## config.mk

```make
export PLATFORM = sky130hd
export DESIGN_NAME = button_debounce_press_classifier
export DESIGN_NICKNAME = d
export VERILOG_FILES = /design/src/design/bdpc_pkg.sv /design/src/design/bdpc_cfg.sv /design/src/design/bdpc_core.sv /design/src/design/bdpc_outq.sv /design/src/design/button_debounce_press_classifier.sv
export VERILOG_INCLUDE_DIRS = /design/src /design/src/design
export SDC_FILE = /design/constraint.sdc
export NUM_CORES = 1
export LEC_CHECK = 0
export BUFFER_PORTS_ARGS = -buffer_cell sky130_fd_sc_hd__buf_4
export CAP_MARGIN = 10
export CORE_MARGIN = 10
export CORE_UTILIZATION = 58
export CTS_CLUSTER_DIAMETER = 80
export DETAILED_ROUTE_END_ITERATION = 10
export HOLD_SLACK_MARGIN = 0.15
export PLACE_DENSITY = 0.84
export SLEW_MARGIN = 40
export SYNTH_ARGS = -nofsm -noshare
export SYNTH_HDL_FRONTEND = slang
export SYNTH_HIERARCHICAL = 1
export SYNTH_SLANG_ARGS = --single-unit
```

## constraint.sdc

```tcl
create_clock -name clk -period 5.8 [get_ports clk]
set_input_delay 1.74 -clock clk [delete_from_list [all_inputs] [get_ports clk]]
set_output_delay 1.74 -clock clk [all_outputs]
set_load 0.01 [all_outputs]
```

## src/design/button_debounce_press_classifier_assert.svh

```systemverilog
// Assertion macros shared by the button classifier modules
`ifndef BUTTON_DEBOUNCE_PRESS_CLASSIFIER_ASSERT_SVH
`define BUTTON_DEBOUNCE_PRESS_CLASSIFIER_ASSERT_SVH

// same-cycle implication, sampled on clk, off while arst_n is low
`define BDPC_ASSERT_NOW(lbl, ante, cons, msg) \
	lbl: assert property (@(posedge clk) disable iff (!arst_n) (ante) |-> (cons)) \
		else $error(msg);

// next-cycle implication, sampled on clk, off while arst_n is low
`define BDPC_ASSERT_NEXT(lbl, ante, cons, msg) \
	lbl: assert property (@(posedge clk) disable iff (!arst_n) (ante) |=> (cons)) \
		else $error(msg);

`endif

```

## src/design/bdpc_pkg.sv

```systemverilog
// Types, codes and reset values for the button debounce and press classifier
package bdpc_pkg;

	localparam int unsigned COUNTER_WIDTH_DEF = 16;
	localparam int unsigned TH_W              = 16;
	localparam int unsigned IDX_W             = 3;

	typedef enum logic [3:0] {
		EV_PRESS      = 4'd0,
		EV_RELEASE    = 4'd1,
		EV_SHORT      = 4'd2,
		EV_LONG_START = 4'd3,
		EV_REPEAT     = 4'd4,
		EV_LONG_STOP  = 4'd5,
		EV_DOUBLE     = 4'd6,
		EV_STUCK      = 4'd7,
		EV_FREE       = 4'd8
	} ev_t;

	typedef enum logic [2:0] {
		M_RELEASE   = 3'd0,
		M_SHORT     = 3'd1,
		M_LONG      = 3'd2,
		M_PREDOUBLE = 3'd3,
		M_DOUBLE    = 3'd4,
		M_STUCK     = 3'd5
	} mode_t;

	typedef enum logic [IDX_W-1:0] {
		REG_PRESS_DB   = 3'd0,
		REG_RELEASE_DB = 3'd1,
		REG_LONG       = 3'd2,
		REG_REPEAT     = 3'd3,
		REG_GAP        = 3'd4,
		REG_STUCK      = 3'd5,
		REG_ACTIVE_LOW = 3'd6,
		REG_FEATURES   = 3'd7
	} reg_idx_t;

	localparam logic [TH_W-1:0] RST_PRESS_DB   = 16'd2;
	localparam logic [TH_W-1:0] RST_RELEASE_DB = 16'd2;
	localparam logic [TH_W-1:0] RST_LONG       = 16'd50;
	localparam logic [TH_W-1:0] RST_REPEAT     = 16'd10;
	localparam logic [TH_W-1:0] RST_GAP        = 16'd20;
	localparam logic [TH_W-1:0] RST_STUCK      = 16'd2000;

	typedef struct packed {
		logic [TH_W-1:0] press_db;
		logic [TH_W-1:0] release_db;
		logic [TH_W-1:0] long_ticks;
		logic [TH_W-1:0] repeat_ticks;
		logic [TH_W-1:0] gap_ticks;
		logic [TH_W-1:0] stuck_ticks;
		logic            active_low;
		logic            dbl_en;
		logic            stuck_en;
	} cfg_t;

	// events caused by one tick: n is 0, 1 or 2
	typedef struct packed {
		logic [1:0] n;
		ev_t        ev0;
		ev_t        ev1;
	} evpair_t;

endpackage

```

## src/design/bdpc_cfg.sv

```systemverilog
// Configuration register file
module bdpc_cfg (
	input  logic                           clk,
	input  logic                           arst_n,
	input  logic                           cfg_valid,
	output logic                           cfg_ready,
	input  logic [bdpc_pkg::IDX_W-1:0]     cfg_index,
	input  logic [bdpc_pkg::TH_W-1:0]      cfg_data,
	output bdpc_pkg::cfg_t                 cfg
);

	bdpc_pkg::cfg_t cfg_q;

	assign cfg_ready = 1'b1;
	assign cfg       = cfg_q;

	always_ff @(posedge clk or negedge arst_n) begin
		if (!arst_n) begin
			cfg_q.press_db     <= bdpc_pkg::RST_PRESS_DB;
			cfg_q.release_db   <= bdpc_pkg::RST_RELEASE_DB;
			cfg_q.long_ticks   <= bdpc_pkg::RST_LONG;
			cfg_q.repeat_ticks <= bdpc_pkg::RST_REPEAT;
			cfg_q.gap_ticks    <= bdpc_pkg::RST_GAP;
			cfg_q.stuck_ticks  <= bdpc_pkg::RST_STUCK;
			cfg_q.active_low   <= 1'b0;
			cfg_q.dbl_en       <= 1'b0;
			cfg_q.stuck_en     <= 1'b0;
		end else if (cfg_valid && cfg_ready) begin
			case (bdpc_pkg::reg_idx_t'(cfg_index))
				bdpc_pkg::REG_PRESS_DB:   cfg_q.press_db     <= cfg_data;
				bdpc_pkg::REG_RELEASE_DB: cfg_q.release_db   <= cfg_data;
				bdpc_pkg::REG_LONG:       cfg_q.long_ticks   <= cfg_data;
				bdpc_pkg::REG_REPEAT:     cfg_q.repeat_ticks <= cfg_data;
				bdpc_pkg::REG_GAP:        cfg_q.gap_ticks    <= cfg_data;
				bdpc_pkg::REG_STUCK:      cfg_q.stuck_ticks  <= cfg_data;
				bdpc_pkg::REG_ACTIVE_LOW: cfg_q.active_low   <= cfg_data[0];
				bdpc_pkg::REG_FEATURES: begin
					cfg_q.dbl_en   <= cfg_data[0];
					cfg_q.stuck_en <= cfg_data[1];
				end
				default: ;
			endcase
		end
	end

endmodule

```

## src/design/bdpc_core.sv

```systemverilog
// Debounce, tick counters and press mode machine; one tick per fire
module bdpc_core #(
	parameter int unsigned COUNTER_WIDTH = bdpc_pkg::COUNTER_WIDTH_DEF
) (
	input  logic              clk,
	input  logic              arst_n,
	input  logic              fire,
	input  logic              pin,
	input  bdpc_pkg::cfg_t    cfg,
	output bdpc_pkg::evpair_t evs
);

	localparam int unsigned CW    = COUNTER_WIDTH;
	localparam int unsigned CMP_W = (CW > bdpc_pkg::TH_W) ? CW : bdpc_pkg::TH_W;
	localparam logic [CW-1:0] CNT_MAX = {CW{1'b1}};

	function automatic logic ge(input logic [CW-1:0] c, input logic [bdpc_pkg::TH_W-1:0] t);
		logic [CMP_W-1:0] a;
		logic [CMP_W-1:0] b;
		a = CMP_W'(c);
		b = CMP_W'(t);
		return a >= b;
	endfunction

	function automatic logic [CW-1:0] sat_inc(input logic [CW-1:0] v);
		return (v == CNT_MAX) ? v : v + 1'b1;
	endfunction

	logic            db_q, db_d;
	logic [CW-1:0]   dcnt_q, dcnt_d;
	logic [CW-1:0]   ptk_q, ptk_d;
	logic [CW-1:0]   rtk_q, rtk_d;
	logic [CW-1:0]   rcnt_q, rcnt_d;
	bdpc_pkg::mode_t mode_q, mode_d;

	logic          raw;
	logic [CW-1:0] dcnt_inc;
	logic [CW-1:0] rcnt_inc;
	logic          long_hit, stuck_hit, gap_hit, rep_hit;
	logic          mode_pressed;

	assign raw      = (pin != cfg.active_low);
	assign dcnt_inc = sat_inc(dcnt_q);
	assign rcnt_inc = sat_inc(rcnt_q);

	// debounce and pressed/released time
	always_comb begin
		db_d   = db_q;
		dcnt_d = dcnt_q;
		ptk_d  = ptk_q;
		rtk_d  = rtk_q;
		if (!db_q) begin
			if (raw) begin
				dcnt_d = dcnt_inc;
				if (ge(dcnt_inc, cfg.press_db)) begin
					dcnt_d = '0;
					db_d   = 1'b1;
					ptk_d  = '0;
				end
			end else begin
				rtk_d  = sat_inc(rtk_q);
				dcnt_d = '0;
			end
		end else begin
			if (!raw) begin
				dcnt_d = dcnt_inc;
				if (ge(dcnt_inc, cfg.release_db)) begin
					dcnt_d = '0;
					db_d   = 1'b0;
					rtk_d  = '0;
				end
			end else begin
				ptk_d  = sat_inc(ptk_q);
				dcnt_d = '0;
			end
		end
	end

	assign long_hit  = ge(ptk_d, cfg.long_ticks);
	assign stuck_hit = cfg.stuck_en && ge(ptk_d, cfg.stuck_ticks);
	assign gap_hit   = ge(rtk_d, cfg.gap_ticks);
	assign rep_hit   = ge(rcnt_inc, cfg.repeat_ticks);

	// next mode and repeat counter
	always_comb begin
		mode_d = mode_q;
		rcnt_d = rcnt_q;
		case (mode_q)
			bdpc_pkg::M_RELEASE: begin
				if (db_d) mode_d = bdpc_pkg::M_SHORT;
			end
			bdpc_pkg::M_SHORT: begin
				if (!db_d) begin
					mode_d = cfg.dbl_en ? bdpc_pkg::M_PREDOUBLE : bdpc_pkg::M_RELEASE;
				end else if (long_hit) begin
					mode_d = bdpc_pkg::M_LONG;
					rcnt_d = '0;
				end
			end
			bdpc_pkg::M_LONG: begin
				if (!db_d) begin
					mode_d = bdpc_pkg::M_RELEASE;
				end else if (stuck_hit) begin
					mode_d = bdpc_pkg::M_STUCK;
				end else begin
					rcnt_d = rep_hit ? '0 : rcnt_inc;
				end
			end
			bdpc_pkg::M_PREDOUBLE: begin
				if (db_d) mode_d = bdpc_pkg::M_DOUBLE;
				else if (gap_hit) mode_d = bdpc_pkg::M_RELEASE;
			end
			bdpc_pkg::M_DOUBLE: begin
				if (!db_d) mode_d = bdpc_pkg::M_RELEASE;
				else if (stuck_hit) mode_d = bdpc_pkg::M_STUCK;
			end
			bdpc_pkg::M_STUCK: begin
				if (!db_d) mode_d = bdpc_pkg::M_RELEASE;
			end
			default: ;
		endcase
	end

	// events, in emission order
	always_comb begin
		evs.n   = 2'd0;
		evs.ev0 = bdpc_pkg::EV_PRESS;
		evs.ev1 = bdpc_pkg::EV_RELEASE;
		case (mode_q)
			bdpc_pkg::M_RELEASE: begin
				if (db_d) begin
					evs.n   = 2'd1;
					evs.ev0 = bdpc_pkg::EV_PRESS;
				end
			end
			bdpc_pkg::M_SHORT: begin
				if (!db_d) begin
					if (cfg.dbl_en) begin
						evs.n   = 2'd1;
						evs.ev0 = bdpc_pkg::EV_RELEASE;
					end else begin
						evs.n   = 2'd2;
						evs.ev0 = bdpc_pkg::EV_SHORT;
						evs.ev1 = bdpc_pkg::EV_RELEASE;
					end
				end else if (long_hit) begin
					evs.n   = 2'd1;
					evs.ev0 = bdpc_pkg::EV_LONG_START;
				end
			end
			bdpc_pkg::M_LONG: begin
				if (!db_d) begin
					evs.n   = 2'd2;
					evs.ev0 = bdpc_pkg::EV_LONG_STOP;
					evs.ev1 = bdpc_pkg::EV_RELEASE;
				end else if (stuck_hit) begin
					evs.n   = 2'd1;
					evs.ev0 = bdpc_pkg::EV_STUCK;
				end else if (rep_hit) begin
					evs.n   = 2'd1;
					evs.ev0 = bdpc_pkg::EV_REPEAT;
				end
			end
			bdpc_pkg::M_PREDOUBLE: begin
				if (db_d) begin
					evs.n   = 2'd2;
					evs.ev0 = bdpc_pkg::EV_DOUBLE;
					evs.ev1 = bdpc_pkg::EV_PRESS;
				end else if (gap_hit) begin
					evs.n   = 2'd1;
					evs.ev0 = bdpc_pkg::EV_SHORT;
				end
			end
			bdpc_pkg::M_DOUBLE: begin
				if (!db_d) begin
					evs.n   = 2'd1;
					evs.ev0 = bdpc_pkg::EV_RELEASE;
				end else if (stuck_hit) begin
					evs.n   = 2'd1;
					evs.ev0 = bdpc_pkg::EV_STUCK;
				end
			end
			bdpc_pkg::M_STUCK: begin
				if (!db_d) begin
					evs.n   = 2'd2;
					evs.ev0 = bdpc_pkg::EV_FREE;
					evs.ev1 = bdpc_pkg::EV_RELEASE;
				end
			end
			default: ;
		endcase
	end

	always_ff @(posedge clk or negedge arst_n) begin
		if (!arst_n) begin
			db_q   <= 1'b0;
			dcnt_q <= '0;
			ptk_q  <= '0;
			rtk_q  <= '0;
			rcnt_q <= '0;
			mode_q <= bdpc_pkg::M_RELEASE;
		end else if (fire) begin
			db_q   <= db_d;
			dcnt_q <= dcnt_d;
			ptk_q  <= ptk_d;
			rtk_q  <= rtk_d;
			rcnt_q <= rcnt_d;
			mode_q <= mode_d;
		end
	end

	assign mode_pressed = (mode_q == bdpc_pkg::M_SHORT) || (mode_q == bdpc_pkg::M_LONG) ||
		(mode_q == bdpc_pkg::M_DOUBLE) || (mode_q == bdpc_pkg::M_STUCK);

`include "button_debounce_press_classifier_assert.svh"

	`BDPC_ASSERT_NOW(a_mode_matches_level, 1'b1, mode_pressed == db_q, "mode disagrees with level")
	`BDPC_ASSERT_NEXT(a_level_holds_idle, !fire, $stable(db_q) && $stable(mode_q), "state moved without a tick")

endmodule

```

## src/design/bdpc_outq.sv

```systemverilog
// Two-deep queue of per-tick event pairs, drained one event per beat
module bdpc_outq (
	input  logic              clk,
	input  logic              arst_n,
	input  logic              push,
	input  bdpc_pkg::evpair_t din,
	output logic              full,
	output logic              out_valid,
	input  logic              out_stall,
	output logic [3:0]        event_code,
	output logic              last_event
);

	bdpc_pkg::evpair_t ent_q [2];
	logic              wp_q, rp_q;
	logic [1:0]        cnt_q;
	logic              sel_q;
	bdpc_pkg::evpair_t head;
	logic              beat, pop;

	assign head       = ent_q[rp_q];
	assign full       = (cnt_q == 2'd2);
	assign out_valid  = (cnt_q != 2'd0);
	assign event_code = sel_q ? head.ev1 : head.ev0;
	assign last_event = sel_q || (head.n != 2'd2);
	assign beat       = out_valid && !out_stall;
	assign pop        = beat && last_event;

	always_ff @(posedge clk) begin
		if (push) ent_q[wp_q] <= din;
	end

	always_ff @(posedge clk or negedge arst_n) begin
		if (!arst_n) begin
			wp_q  <= 1'b0;
			rp_q  <= 1'b0;
			cnt_q <= 2'd0;
			sel_q <= 1'b0;
		end else begin
			if (push) wp_q <= ~wp_q;
			if (pop) rp_q <= ~rp_q;
			if (beat) sel_q <= !last_event;
			case ({push, pop})
				2'b10:   cnt_q <= cnt_q + 2'd1;
				2'b01:   cnt_q <= cnt_q - 2'd1;
				default: cnt_q <= cnt_q;
			endcase
		end
	end

`include "button_debounce_press_classifier_assert.svh"

	`BDPC_ASSERT_NEXT(a_pair_completes, beat && !last_event, out_valid && last_event && sel_q, "second event of a pair missing")

endmodule

```

## src/design/button_debounce_press_classifier.sv

```systemverilog
// Push-button debounce and press classifier, top level
// Order: input register, then core into the event queue, whose head drives the event ports.
// Throughput: one tick per cycle unless the queue is full; a two-event tick gives two beats.
// Rate is set by the single-pass core between input register and a two-deep event queue.
// Reset (arst_n low, asynchronous): debounced released, counters zero, release mode,
// registers at defaults, queue empty.
module button_debounce_press_classifier #(
	parameter int unsigned COUNTER_WIDTH = bdpc_pkg::COUNTER_WIDTH_DEF
) (
	input  logic                       clk,
	input  logic                       arst_n,
	input  logic                       in_valid,
	output logic                       in_stall,
	input  logic                       pin_level,
	output logic                       out_valid,
	input  logic                       out_stall,
	output logic [3:0]                 event_code,
	output logic                       last_event,
	input  logic                       cfg_valid,
	output logic                       cfg_ready,
	input  logic [bdpc_pkg::IDX_W-1:0] cfg_index,
	input  logic [bdpc_pkg::TH_W-1:0]  cfg_data
);

	bdpc_pkg::cfg_t    cfg;
	bdpc_pkg::evpair_t evs;
	logic              v_s1, pin_s1;
	logic              full, fire, push;

	assign in_stall = v_s1 && full;
	assign fire     = v_s1 && !full;
	assign push     = fire && (evs.n != 2'd0);

	always_ff @(posedge clk or negedge arst_n) begin
		if (!arst_n) begin
			v_s1 <= 1'b0;
		end else if (!in_stall) begin
			v_s1 <= in_valid;
		end
	end

	always_ff @(posedge clk) begin
		if (in_valid && !in_stall) pin_s1 <= pin_level;
	end

	bdpc_cfg u_cfg (
		.clk       (clk),
		.arst_n    (arst_n),
		.cfg_valid (cfg_valid),
		.cfg_ready (cfg_ready),
		.cfg_index (cfg_index),
		.cfg_data  (cfg_data),
		.cfg       (cfg)
	);

	bdpc_core #(
		.COUNTER_WIDTH (COUNTER_WIDTH)
	) u_core (
		.clk    (clk),
		.arst_n (arst_n),
		.fire   (fire),
		.pin    (pin_s1),
		.cfg    (cfg),
		.evs    (evs)
	);

	bdpc_outq u_outq (
		.clk        (clk),
		.arst_n     (arst_n),
		.push       (push),
		.din        (evs),
		.full       (full),
		.out_valid  (out_valid),
		.out_stall  (out_stall),
		.event_code (event_code),
		.last_event (last_event)
	);

endmodule

```

==> results of run 1 <==
flip-flops by register name, indices dropped and copies added (netlist names):
signal / cells
u_cfg/cfg: 99
u_outq/ent_q: 20
u_core/dcnt_q: 16
u_core/ptk_q: 16
u_core/rcnt_q: 16
u_core/rtk_q: 16
u_core/mode_q: 3
u_outq/cnt_q: 2
pin_s1: 1
u_core/db_q: 1
u_outq/rp_q: 1
u_outq/sel_q: 1
u_outq/wp_q: 1
v_s1: 1
power groups by stage:
stage / clock network (mW) / logic [mW] / registers [mW]
finish: 1.19 / 1.61 / 1.87
CTS: 1.19 / 1.41 / 1.86
detailed placement: 0 / 1.37 / 1.87
global route: 1.24 / 1.73 / 1.90
floorplan: 0 / 1.01 / 1.79
global placement: 0 / 1.32 / 1.86
final timing paths:
check | start | slack, ps | depth (start not counted) | end
worst max-delay path | u_core/dcnt_q[0] | -230 | 30 | u_outq/cnt_q[1]
worst min-delay path | u_cfg/cfg[71] | 500 | 1 | u_cfg/cfg[71]
min in group asynchronous | arst_n | 1290 | 1 | u_outq/rp_q
worst max register to register | u_core/dcnt_q[0] | -230 | 30 | u_outq/cnt_q[1]
max in group asynchronous | arst_n | 3370 | 2 | u_cfg/cfg[9]
worst min register to register | u_cfg/cfg[71] | 500 | 1 | u_cfg/cfg[71]
kinds of logic (layout without fill, tap and decap cells):
group	count (synthesis)	count (layout)
adders and majority gates	101	101
DFF	194	194
other	2	4
AOI/OAI and AO/OA	231	231
muxes	129	129
and+or+nand+nor	330	330
xor gates and xnor gates	31	31
buffers and inverters	155	250
layout by cell type (no fill, tap or decap), types with 7 or more instances in the layout:
cell       count
ha_1          84
clkbuf_16     18
dfrtp_1      158
a22o_1        10
o21a_1         8
buf_4        108
nor2_4         7
and3_1        11
o21ai_1       11
nor2_1        52
ha_4          13
nand4_1       20
nor2b_1        7
and2_1         9
nand3_1       46
a21oi_2        8
a31oi_1       20
edfxtp_1      21
o31ai_1       11
nand2b_1       7
xor2_1        10
nand2_1       92
a21oi_1       41
xnor2_1       12
dfstp_2       15
o21ai_0       43
mux2_4        12
nand2_2        7
inv_1        101
and4_1         7
mux2_2       105
o21ai_2       10
nor3_1        10
metrics by stage:
stage | std cells | worst slack [ps] | power [mW] | cell area (um^2)
floorplan | 1175 | -9.91 | 2.79 | 12200
global placement | 1495 | -104 | 3.17 | 13000
detailed placement | 1495 | -292 | 3.24 | 13000
CTS | 1533 | -76.6 | 4.46 | 13800
global route | 1540 | -380 | 4.87 | 14300
finish | 1540 | -231 | 4.67 | 14300
metal layers:
metal  GRT usage (%)  wire [um]  vias up
met5               0          0        -
met4            7.65       1160        0
met3            4.56       2540      113
met2            35.4      15500      510
met1            29.9      13400     4830
li1                -          -     4395
final cells by class:
class	instances	area [um^2]	area share, %
flip-flops and latches	194	4980	34.8
multi-input cells	826	7130	49.8
well taps	270	338	2.36
inverters	103	387	2.70
repair buffers	115	916	6.39
clock buffers	25	475	3.32
clock inverters	7	100	0.699
timing repair:
item,CTS,global route
buffers inserted,6,8
setup endpoints to repair,24,41
gates cloned,0,1
hold buffers,0,0
hold endpoints to repair,0,0
pin swaps,12,59
resized for setup,32,106
==> flow_summary.json, run 1 <==
{
  "status": "finished, violations left",
  "violations": "setup timing",
  "drv_cap": 0,
  "final_core_util_pct": 70.1,
  "synth_top_area_share_pct": 32.5,
  "cts_root_buffer": "clkbuf_16",
  "synth.distinct_cells": 92,
  "synth_flop_cell": "dfrtp_1",
  "ios": 33,
  "synthMuxAreaShare_pct": 12.6,
  "worstMarginPinSlew_ps": 827,
  "synth_common_cells": "dfrtp_1 (158), mux2_2 (107), inv_1 (103)",
  "ys_seq_area_share_pct": 41.0,
  "critPathBufInv": 1,
  "leakagePower_nw": 6.65,
  "p_per_area_nw_per_um2": 326,
  "rows": 52,
  "start_util_pct": 59.5,
  "core_region_area_um2": 20400,
  "worstPathRequired_ps": 6120,
  "hp-class": "reg2reg",
  "n_antenna_cell": 0,
  "start_kind": "flip-flop",
  "slew_headroom_pct": 44.9,
  "cp.arrival_ps": 6350,
  "setup_tns_ps": -3800,
  "slew_violations": 0,
  "cp-end-kind": "flip-flop",
  "synth_area_um2": 12200,
  "fin_crit_sh_pct": 104,
  "dieWidth_um": 165,
  "tritoncts": "done",
  "yosys-top-cells-area": "dfrtp_1 (33%), ha_1 (10%), mux2_2 (9.9%)",
  "power_frac_comb_pct": 34.5,
  "clock_skew_ps": 9.99,
  "wl_per_cell_um": 21.2,
  "timing.final.ws_setup_ps": -231,
  "netlist_instances": 1173,
  "setup_viol": 23,
  "fin_crit_ps": 6030,
  "clkTransAtPathRegs_ps": 70,
  "synth-simple-area-share_pct": 14.4,
  "cpPeakStageDelay_ps": 410,
  "drive_gt1_share_pct": 32.4,
  "grt_pass1_vias": 9534,
  "dp_hpwl_um": 20400,
  "wirelength_um": 32600,
  "postRouteAntennaNets": 0,
  "fmax_ghz": 0.166,
  "worst_path_max_delay_cell": "a221o_1",
  "synth_fa_ha_area_share_pct": 10.4,
  "ys_ff_latch": 194,
  "synth_most_common_cell": "dfrtp_1",
  "swShare_pct": 34.3,
  "final_nets": 1383,
  "die-area_um2": 27200,
  "drtIter0Drc": 1151,
  "via_per_inst": 6.39,
  "drc": 0,
  "rsz0062_at_grt": "yes",
  "die_h_um": 165,
  "hold-worst-slack_ps": 501,
  "yosysWarnings": 6,
  "peakVddDrop_mv": 0.236,
  "path_delay_family": "compound AO/OA/AOI/OAI gates",
  "yosysTopAreaCell": "dfrtp_1",
  "grt_usage_pct": 22.3,
  "grt.overflow.total": 0,
  "dr.pass1.iters": 7,
  "finalWeightedCongestion": 0.880,
  "power_frac_clock_pct": 25.4,
  "cts_buffers": 17,
  "dr_total_vias": 9848,
  "port_buffers": 31,
  "synthToLayoutAreaGrowth_pct": 17.8,
  "htreeDepth": 4,
  "cts_buffer_depth": 2,
  "p_int_mw": 3.07,
  "antenna_found_initial": 0,
  "p_switching_mw": 1.60,
  "cp_max_fo": 8,
  "hold_violations": 0,
  "cts.sinks": 194,
  "power_frac_seq_pct": 40.1,
  "grt_max_degree": 96,
  "synth_xor_area_share_pct": 2.23,
  "criticalPathCategory": "reg2reg",
  "synth_compound_area_share_pct": 13.6,
  "synth_top_family_by_area": "simple AND/OR/NAND/NOR gates",
  "synth_edf_count": 21,
  "grt_pass1_wl_um": 48700,
  "synthArstFlopShare_pct": 89.2,
  "fillers": 1354,
  "clkLatencyLatePin_ps": 430,
  "avgSynthCellArea_um2": 10.4
}
Note: power is estimated with default switching activity, not from simulation.
==> run 2, diff against run 1 <==
--- a/config.mk
+++ b/config.mk
@@ -9,11 +9,11 @@
 export BUFFER_PORTS_ARGS = -buffer_cell sky130_fd_sc_hd__buf_4
 export CAP_MARGIN = 10
 export CORE_MARGIN = 10
-export CORE_UTILIZATION = 58
+export CORE_UTILIZATION = 62
 export CTS_CLUSTER_DIAMETER = 80
 export DETAILED_ROUTE_END_ITERATION = 10
 export HOLD_SLACK_MARGIN = 0.15
-export PLACE_DENSITY = 0.84
+export PLACE_DENSITY = 0.85
 export SLEW_MARGIN = 40
 export SYNTH_ARGS = -nofsm -noshare
 export SYNTH_HDL_FRONTEND = slang
==> constraint.sdc (replaced) <==
create_clock -name clk -period 5.87 [get_ports clk]
set_input_delay 1.761 -clock clk [delete_from_list [all_inputs] [get_ports clk]]
set_output_delay 1.761 -clock clk [all_outputs]
set_load 0.01 [all_outputs]
==> run 2 against run 1 <==
Effect of this change:
- the run still ends with setup timing left
- die area down 5.7%
- hold slack lost 8.7 ps
- non-clock buffer count up 27
- global-route usage grew 2.2 points
- final cell count is 1.5% higher
- flip-flop and latch count unchanged
- wire length rose by 8.9%
- clock skew grew 2.2 ps
- worst setup slack gained 49 ps
- power up 0.44%
==> flow_summary.json, run 2 (synthesized netlist as in run 1, its figures left out) <==
{
  "status": "finished, violations left",
  "violations": "setup timing",
  "final_common_cell": "dfrtp_1",
  "port_buffers": 31,
  "power_frac_seq_pct": 39.6,
  "worstMarginPinSlew_ps": 756,
  "ios": 33,
  "layout_common_cells": "dfrtp_1 (158), buf_4 (129), mux2_2 (105), inv_1 (102), nand2_1 (88)",
  "dp.cells": 1500,
  "clkTransAtPathRegs_ps": 70,
  "cts_buffer_depth": 2,
  "finish.instance_area_um2": 14600,
  "largest_reg_flops": 99,
  "r2r-end": "u_outq/ent_q[0][2]",
  "cts_root_buffer": "clkbuf_16",
  "cts.sinks": 194,
  "rows": 51,
  "setup_viol": 22,
  "p_int_mw": 3.03,
  "hold_violations": 0,
  "path_delay_family": "compound AO/OA/AOI/OAI gates",
  "dieWidth_um": 160,
  "final_nets": 1410,
  "htreeDepth": 4,
  "cts_buffers": 17,
  "critPathBufInv": 4,
  "synthToLayoutAreaGrowth_pct": 20.2,
  "fin_crit_ps": 6050,
  "hold_start": "u_cfg/cfg[71]",
  "worstPathRequired_ps": 6030,
  "power_frac_comb_pct": 36.0,
  "dp_hpwl_um": 21300,
  "slew_headroom_pct": 49.4,
  "grt.overflow.total": 0,
  "drtIter0Drc": 1550,
  "slew_violations": 0,
  "dr.pass1.iters": 6,
  "antenna_found_initial": 0,
  "grt_max_degree": 80,
  "drive_gt1_share_pct": 34.8,
  "start_util_pct": 62.7,
  "wirelength_um": 35500,
  "dr_total_vias": 10332,
  "final_cells": 1563,
  "total_power_mw": 4.69,
  "clock_skew_ps": 12.2,
  "hp-class": "reg2reg",
  "power_frac_clock_pct": 24.4,
  "r2r_start": "u_core/dcnt_q[1]",
  "grt_pass1_vias": 9781,
  "leakagePower_nw": 6.83,
  "holdPathStages": 1,
  "worst_path_max_delay_cell": "dfrtp_1",
  "die_h_um": 160,
  "p_switching_mw": 1.66,
  "drc": 0,
  "timing.final.ws_setup_ps": -183,
  "rrSetupSlack_ps": -180,
  "fmax_ghz": 0.165,
  "criticalPathCategory": "reg2reg",
  "cpPeakStageDelay_ps": 390,
  "die-area_um2": 25600,
  "tritoncts": "done",
  "hold_path_end": "u_cfg/cfg[71]",
  "grt_usage_pct": 24.5,
  "postRouteAntennaNets": 0,
  "core_region_area_um2": 19400,
  "wl_per_cell_um": 22.7,
  "hold-worst-slack_ps": 492,
  "drv_cap": 0,
  "grt_pass1_wl_um": 51500,
  "cp_max_fo": 6,
  "cp.arrival_ps": 6220,
  "r2r_cells": 29,
  "fin_crit_sh_pct": 103,
  "fillers": 1127,
  "peakVddDrop_mv": 0.240,
  "start_kind": "flip-flop",
  "place_area_um2": 13100,
  "via_per_inst": 6.61,
  "clkLatencyLatePin_ps": 440,
  "p_per_area_nw_per_um2": 321,
  "rsz0062_at_grt": "yes",
  "swShare_pct": 35.4,
  "cp-end-kind": "flip-flop",
  "finalWeightedCongestion": 0.953
}
## run 2: changes by cell type in the layout (fill, tap and decap cells not counted), moves of 4 or more
| cell | before | now |
|---|---|---|
| a21oi_2 | 8 | 12 |
| buf_4 | 108 | 129 |
| nand2_1 | 92 | 88 |
| buf_6 | 4 | 10 |
| a21oi_1 | 41 | 37 |
| ha_1 | 84 | 80 |
## run 2: worst register-to-register path: cells and delay by family, from the launching register on
family,cells,cell delay (ps)
AO/OA/AOI/OAI,10,1940
AND/OR/NAND/NOR,11,1910
adder cells (fa/ha/maj),3,730
flip-flops,1,390
buffers and inverters,4,540
XOR/XNOR,1,250
## run 2: area by class of cell
cell class	count	area, um^2	area share (%)
Multi-Input combinational cell	826	7210	49.4
Antenna cell	1	2.50	0.0171
Clock inverter	8	76.3	0.522
Tap cell	265	332	2.27
Inverter	103	387	2.65
Sequential cell	194	4980	34.1
Clock buffer	24	483	3.31
Timing Repair Buffer	142	1140	7.80
## run 2: worst max-delay path by stage
stage                    endpoint  cells after the start  slack (ps)              from
4_1_cts           u_outq/cnt_q[1]                     32         -60  u_core/dcnt_q[8]
2_1_floorplan     u_outq/cnt_q[1]                     32           8  u_core/dcnt_q[4]
5_1_grt        u_outq/ent_q[0][7]                     30        -260  u_core/dcnt_q[1]
3_3_place_gp      u_outq/cnt_q[1]                     31        -340  u_core/dcnt_q[7]
3_5_place_dp      u_outq/cnt_q[1]                     31        -520  u_core/dcnt_q[0]
6_report       u_outq/ent_q[0][2]                     29        -180  u_core/dcnt_q[1]
## run 2: power groups by stage
stage,clock network (mW),registers [mW],logic [mW]
6_report,1.14,1.86,1.69
5_1_grt,1.20,1.89,1.81
4_1_cts,1.15,1.84,1.44
3_5_place_dp,0,1.85,1.38
3_3_place_gp,0,1.83,1.31
2_1_floorplan,0,1.77,0.995
## run 2: repair_timing
action | 4_1_cts | 5_1_grt
pin swaps | 16 | 72
gates cloned | 0 | 1
resized for setup | 33 | 124
hold buffers | 0 | 0
buffers inserted | 9 | 22
endpoints found under the setup margin | 26 | 46
## run 2: layer usage
metal	wire length, um	global-route usage, %	vias up
li1	-	-	4457
met1	13700	32.0	4999
met2	16900	39.5	699
met3	3270	5.50	177
met4	1620	8.31	0
met5	0	0	-
## run 2: stage by stage
step	setup WS [ps]	utilization, %	setup TNS (ps)
4_1_cts	-58.5	71.2	-58.5
5_1_grt	-265	75.3	-4980
6_report	-183	75.3	-2060
3_5_place_dp	-518	67.3	-9740
3_3_place_gp	-338	67.3	-5610
2_1_floorplan	7.86	-	0
==> run 3, diff against run 2 <==
--- a/config.mk
+++ b/config.mk
@@ -6,6 +6,7 @@
 export SDC_FILE = /design/constraint.sdc
 export NUM_CORES = 1
 export LEC_CHECK = 0
+export ABC_AREA = 1
 export BUFFER_PORTS_ARGS = -buffer_cell sky130_fd_sc_hd__buf_4
 export CAP_MARGIN = 10
 export CORE_MARGIN = 10
==> run 3 against run 2 <==
Effect of this change:
- the run now ends clean
- sequential share of layout area up 2.3 points
- hold slack worse by 27 ps
- sequential power down 2%
- power up 4.4%
- count of clock-buffer cells in the layout down 5
- first-iteration DRC count down 31%
- worst setup slack better by 310 ps
- core utilization down 5.5 points
- register-to-register slack better by 310 ps
- non-clock buffer count down 94
- wire length down 9.0%
- global-route usage down 0.78 points
==> flow_summary.json, run 3 <==
{
  "synth_top_area_share_pct": 31.8,
  "fillers": 1522,
  "power_frac_comb_pct": 38.4,
  "worstMarginPinSlew_ps": 755,
  "drtIter0Drc": 1067,
  "final_common_cell": "nand2_1",
  "synth_area_um2": 12400,
  "timing.final.ws_setup_ps": 130,
  "synth-simple-area-share_pct": 29.4,
  "grt_usage_pct": 23.8,
  "cts_root_buffer": "clkbuf_16",
  "synth_xor_area_share_pct": 2.02,
  "clkTransAtPathRegs_ps": 70,
  "finalWeightedCongestion": 0.945,
  "yosysTopAreaCell": "dfrtp_1",
  "clkLatencyLatePin_ps": 440,
  "fmax_ghz": 0.174,
  "hold_start": "u_cfg/cfg[84]",
  "dr_total_vias": 11274,
  "postRouteAntennaNets": 0,
  "final_core_util_pct": 69.8,
  "largest_reg_flops": 99,
  "fin_crit_ps": 5740,
  "place_ws_ps": 32.9,
  "antenna_found_initial": 0,
  "grt_pass1_vias": 10831,
  "peakVddDrop_mv": 0.229,
  "rsz0062_at_grt": "yes",
  "p_switching_mw": 1.97,
  "slew_violations": 0,
  "power_frac_clock_pct": 24.4,
  "synth_fa_ha_area_share_pct": 10.2,
  "status": "complete, no violations",
  "synthToLayoutAreaGrowth_pct": 9.99,
  "r2r_cells": 38,
  "port_buffers": 31,
  "drc": 0,
  "n_antenna_cell": 0,
  "hold_violations": 0,
  "synth_flop_cell": "dfrtp_1",
  "leakagePower_nw": 7.17,
  "drv_cap": 0,
  "grt.overflow.total": 0,
  "p_int_mw": 2.93,
  "die_h_um": 162,
  "rrSetupSlack_ps": 130,
  "start_util_pct": 63.4,
  "cp.arrival_ps": 6060,
  "tritoncts": "done",
  "power_frac_seq_pct": 37.2,
  "synth_edf_count": 21,
  "drive_gt1_share_pct": 11.2,
  "yosys-top-cells-area": "dfrtp_1 (32%), nand2_1 (16%), ha_1 (10%)",
  "yosysWarnings": 6,
  "worstPathRequired_ps": 6190,
  "swShare_pct": 40.2,
  "rows": 51,
  "dieWidth_um": 162,
  "ios": 33,
  "synth_top_family_by_area": "simple AND/OR/NAND/NOR gates",
  "worst_path_max_delay_cell": "dfrtp_1",
  "hp-class": "reg2reg",
  "cts_buffer_depth": 2,
  "wl_per_cell_um": 16.5,
  "finish.instance_area_um2": 13700,
  "wirelength_um": 32300,
  "core_region_area_um2": 19600,
  "via_per_inst": 5.77,
  "setup_tns_ps": 0,
  "synth_common_cells": "nand2_1 (515), inv_1 (233), dfrtp_1 (158)",
  "grt_max_degree": 122,
  "layout_common_cells": "nand2_1 (513), inv_1 (230), dfrtp_1 (158), nand3_1 (133), ha_1 (98)",
  "cp-end-kind": "flip-flop",
  "cpPeakStageDelay_ps": 350,
  "final_nets": 1801,
  "cp_max_fo": 6,
  "cts.sinks": 194,
  "htreeDepth": 4,
  "criticalPathCategory": "reg2reg",
  "r2r_start": "u_core/dcnt_q[0]",
  "grt_pass1_wl_um": 51500,
  "holdPathStages": 2,
  "synth_compound_area_share_pct": 8.64,
  "synthArstFlopShare_pct": 89.2,
  "avgSynthCellArea_um2": 7.54,
  "start_kind": "flip-flop",
  "r2r-end": "u_outq/cnt_q[1]",
  "dp_hpwl_um": 21600,
  "slew_headroom_pct": 49.6,
  "fin_crit_sh_pct": 97.8,
  "setup_viol": 0,
  "p_per_area_nw_per_um2": 358,
  "crit_top_cell": "nand2_1",
  "synth_most_common_cell": "nand2_1",
  "ys_ff_latch": 194,
  "synth.distinct_cells": 54,
  "dr.pass1.iters": 8,
  "clock_skew_ps": 10.4,
  "place_area_um2": 12800,
  "synthMuxAreaShare_pct": 0.161,
  "cts_buffers": 17,
  "ys_seq_area_share_pct": 40.1,
  "hold_buffers": 0,
  "die-area_um2": 26100,
  "netlist_instances": 1649,
  "hold_path_end": "u_cfg/cfg[84]"
}
-- run 3: cell count changes after synthesis, moves of 13 or more --
cell	previous run	this run
inv_1	103	233
o21ai_0	57	106
nand3_1	49	134
inv_2	0	13
nand2_1	101	515
xnor2_1	19	4
mux2_2	107	0
nor2_1	63	85
and3_1	15	1
a31oi_1	20	2
-- run 3: cell type report --
type | count | area (um^2) | share of cell area [%]
Timing Repair Buffer | 48 | 380 | 2.78
Multi-Input combinational cell | 1167 | 6450 | 47.2
Clock inverter | 13 | 149 | 1.09
Clock buffer | 19 | 447 | 3.27
Inverter | 247 | 930 | 6.80
Tap cell | 265 | 332 | 2.43
Sequential cell | 194 | 4980 | 36.4
-- run 3: per-layer routing --
metal	up-vias	wire [um]	share of wire (%)	GRT usage (%)
li1	5347	-	-	-
met1	5301	13100	41	29.6
met2	510	15500	48	40.5
met3	116	2520	7.8	4.04
met4	0	1190	3.7	8.85
met5	-	0	0	0
-- run 3: stage by stage --
stage | cells | hold WS, ps | total power [mW]
2_1_floorplan | 1651 | 442 | 3.04
3_3_place_gp | 1913 | 453 | 3.45
3_5_place_dp | 1913 | 452 | 3.52
4_1_cts | 1945 | 469 | 4.74
5_1_grt | 1953 | 486 | 5.22
6_report | 1953 | 465 | 4.89
-- run 3: worst max-delay path, delay by kind of cell (launching register included) --
family,cells,cell delay [ps]
AND/OR/NAND/NOR,19,2170
AO/OA/AOI/OAI,9,1440
adder cells (fa/ha/maj),4,960
buffers and inverters,4,390
flip-flops,1,350
XOR/XNOR,2,320
-- run 3: cell families (layout without fill, tap and decap cells) --
logic type | after synthesis | after routing
AND/OR/NAND/NOR | 833 | 833
buffers and inverters | 290 | 327
AO/OA/AOI/OAI | 200 | 200
flip-flops | 194 | 194
adder cells (fa/ha/maj) | 101 | 101
XOR/XNOR | 27 | 27
other | 2 | 4
multiplexers | 2 | 2
-- run 3: worst max-delay path by stage --
stage,start,to,slack [ps],depth (start not counted)
detailed placement,u_core/dcnt_q[1],u_outq/ent_q[0][1],30,35
floorplan,u_core/dcnt_q[0],u_outq/ent_q[0][0],920,38
CTS,u_core/dcnt_q[1],u_outq/cnt_q[1],100,40
global placement,u_core/dcnt_q[1],u_outq/ent_q[0][5],320,39
global route,u_core/dcnt_q[0],u_outq/cnt_q[1],-250,42
finish,u_core/dcnt_q[0],u_outq/cnt_q[1],130,38
-- run 3: power by group through the flow --
stage	clock network [mW]	logic, mW	registers [mW]
global route	1.26	2.11	1.85
global placement	0	1.63	1.83
detailed placement	0	1.69	1.83
floorplan	0	1.26	1.78
CTS	1.21	1.72	1.81
finish	1.19	1.88	1.82
-- run 3: timing repair --
item                       4_1_cts  5_1_grt
resized for setup                2       44
pin swaps                        0        8
setup endpoints to repair       11       22
buffers inserted                 0        8
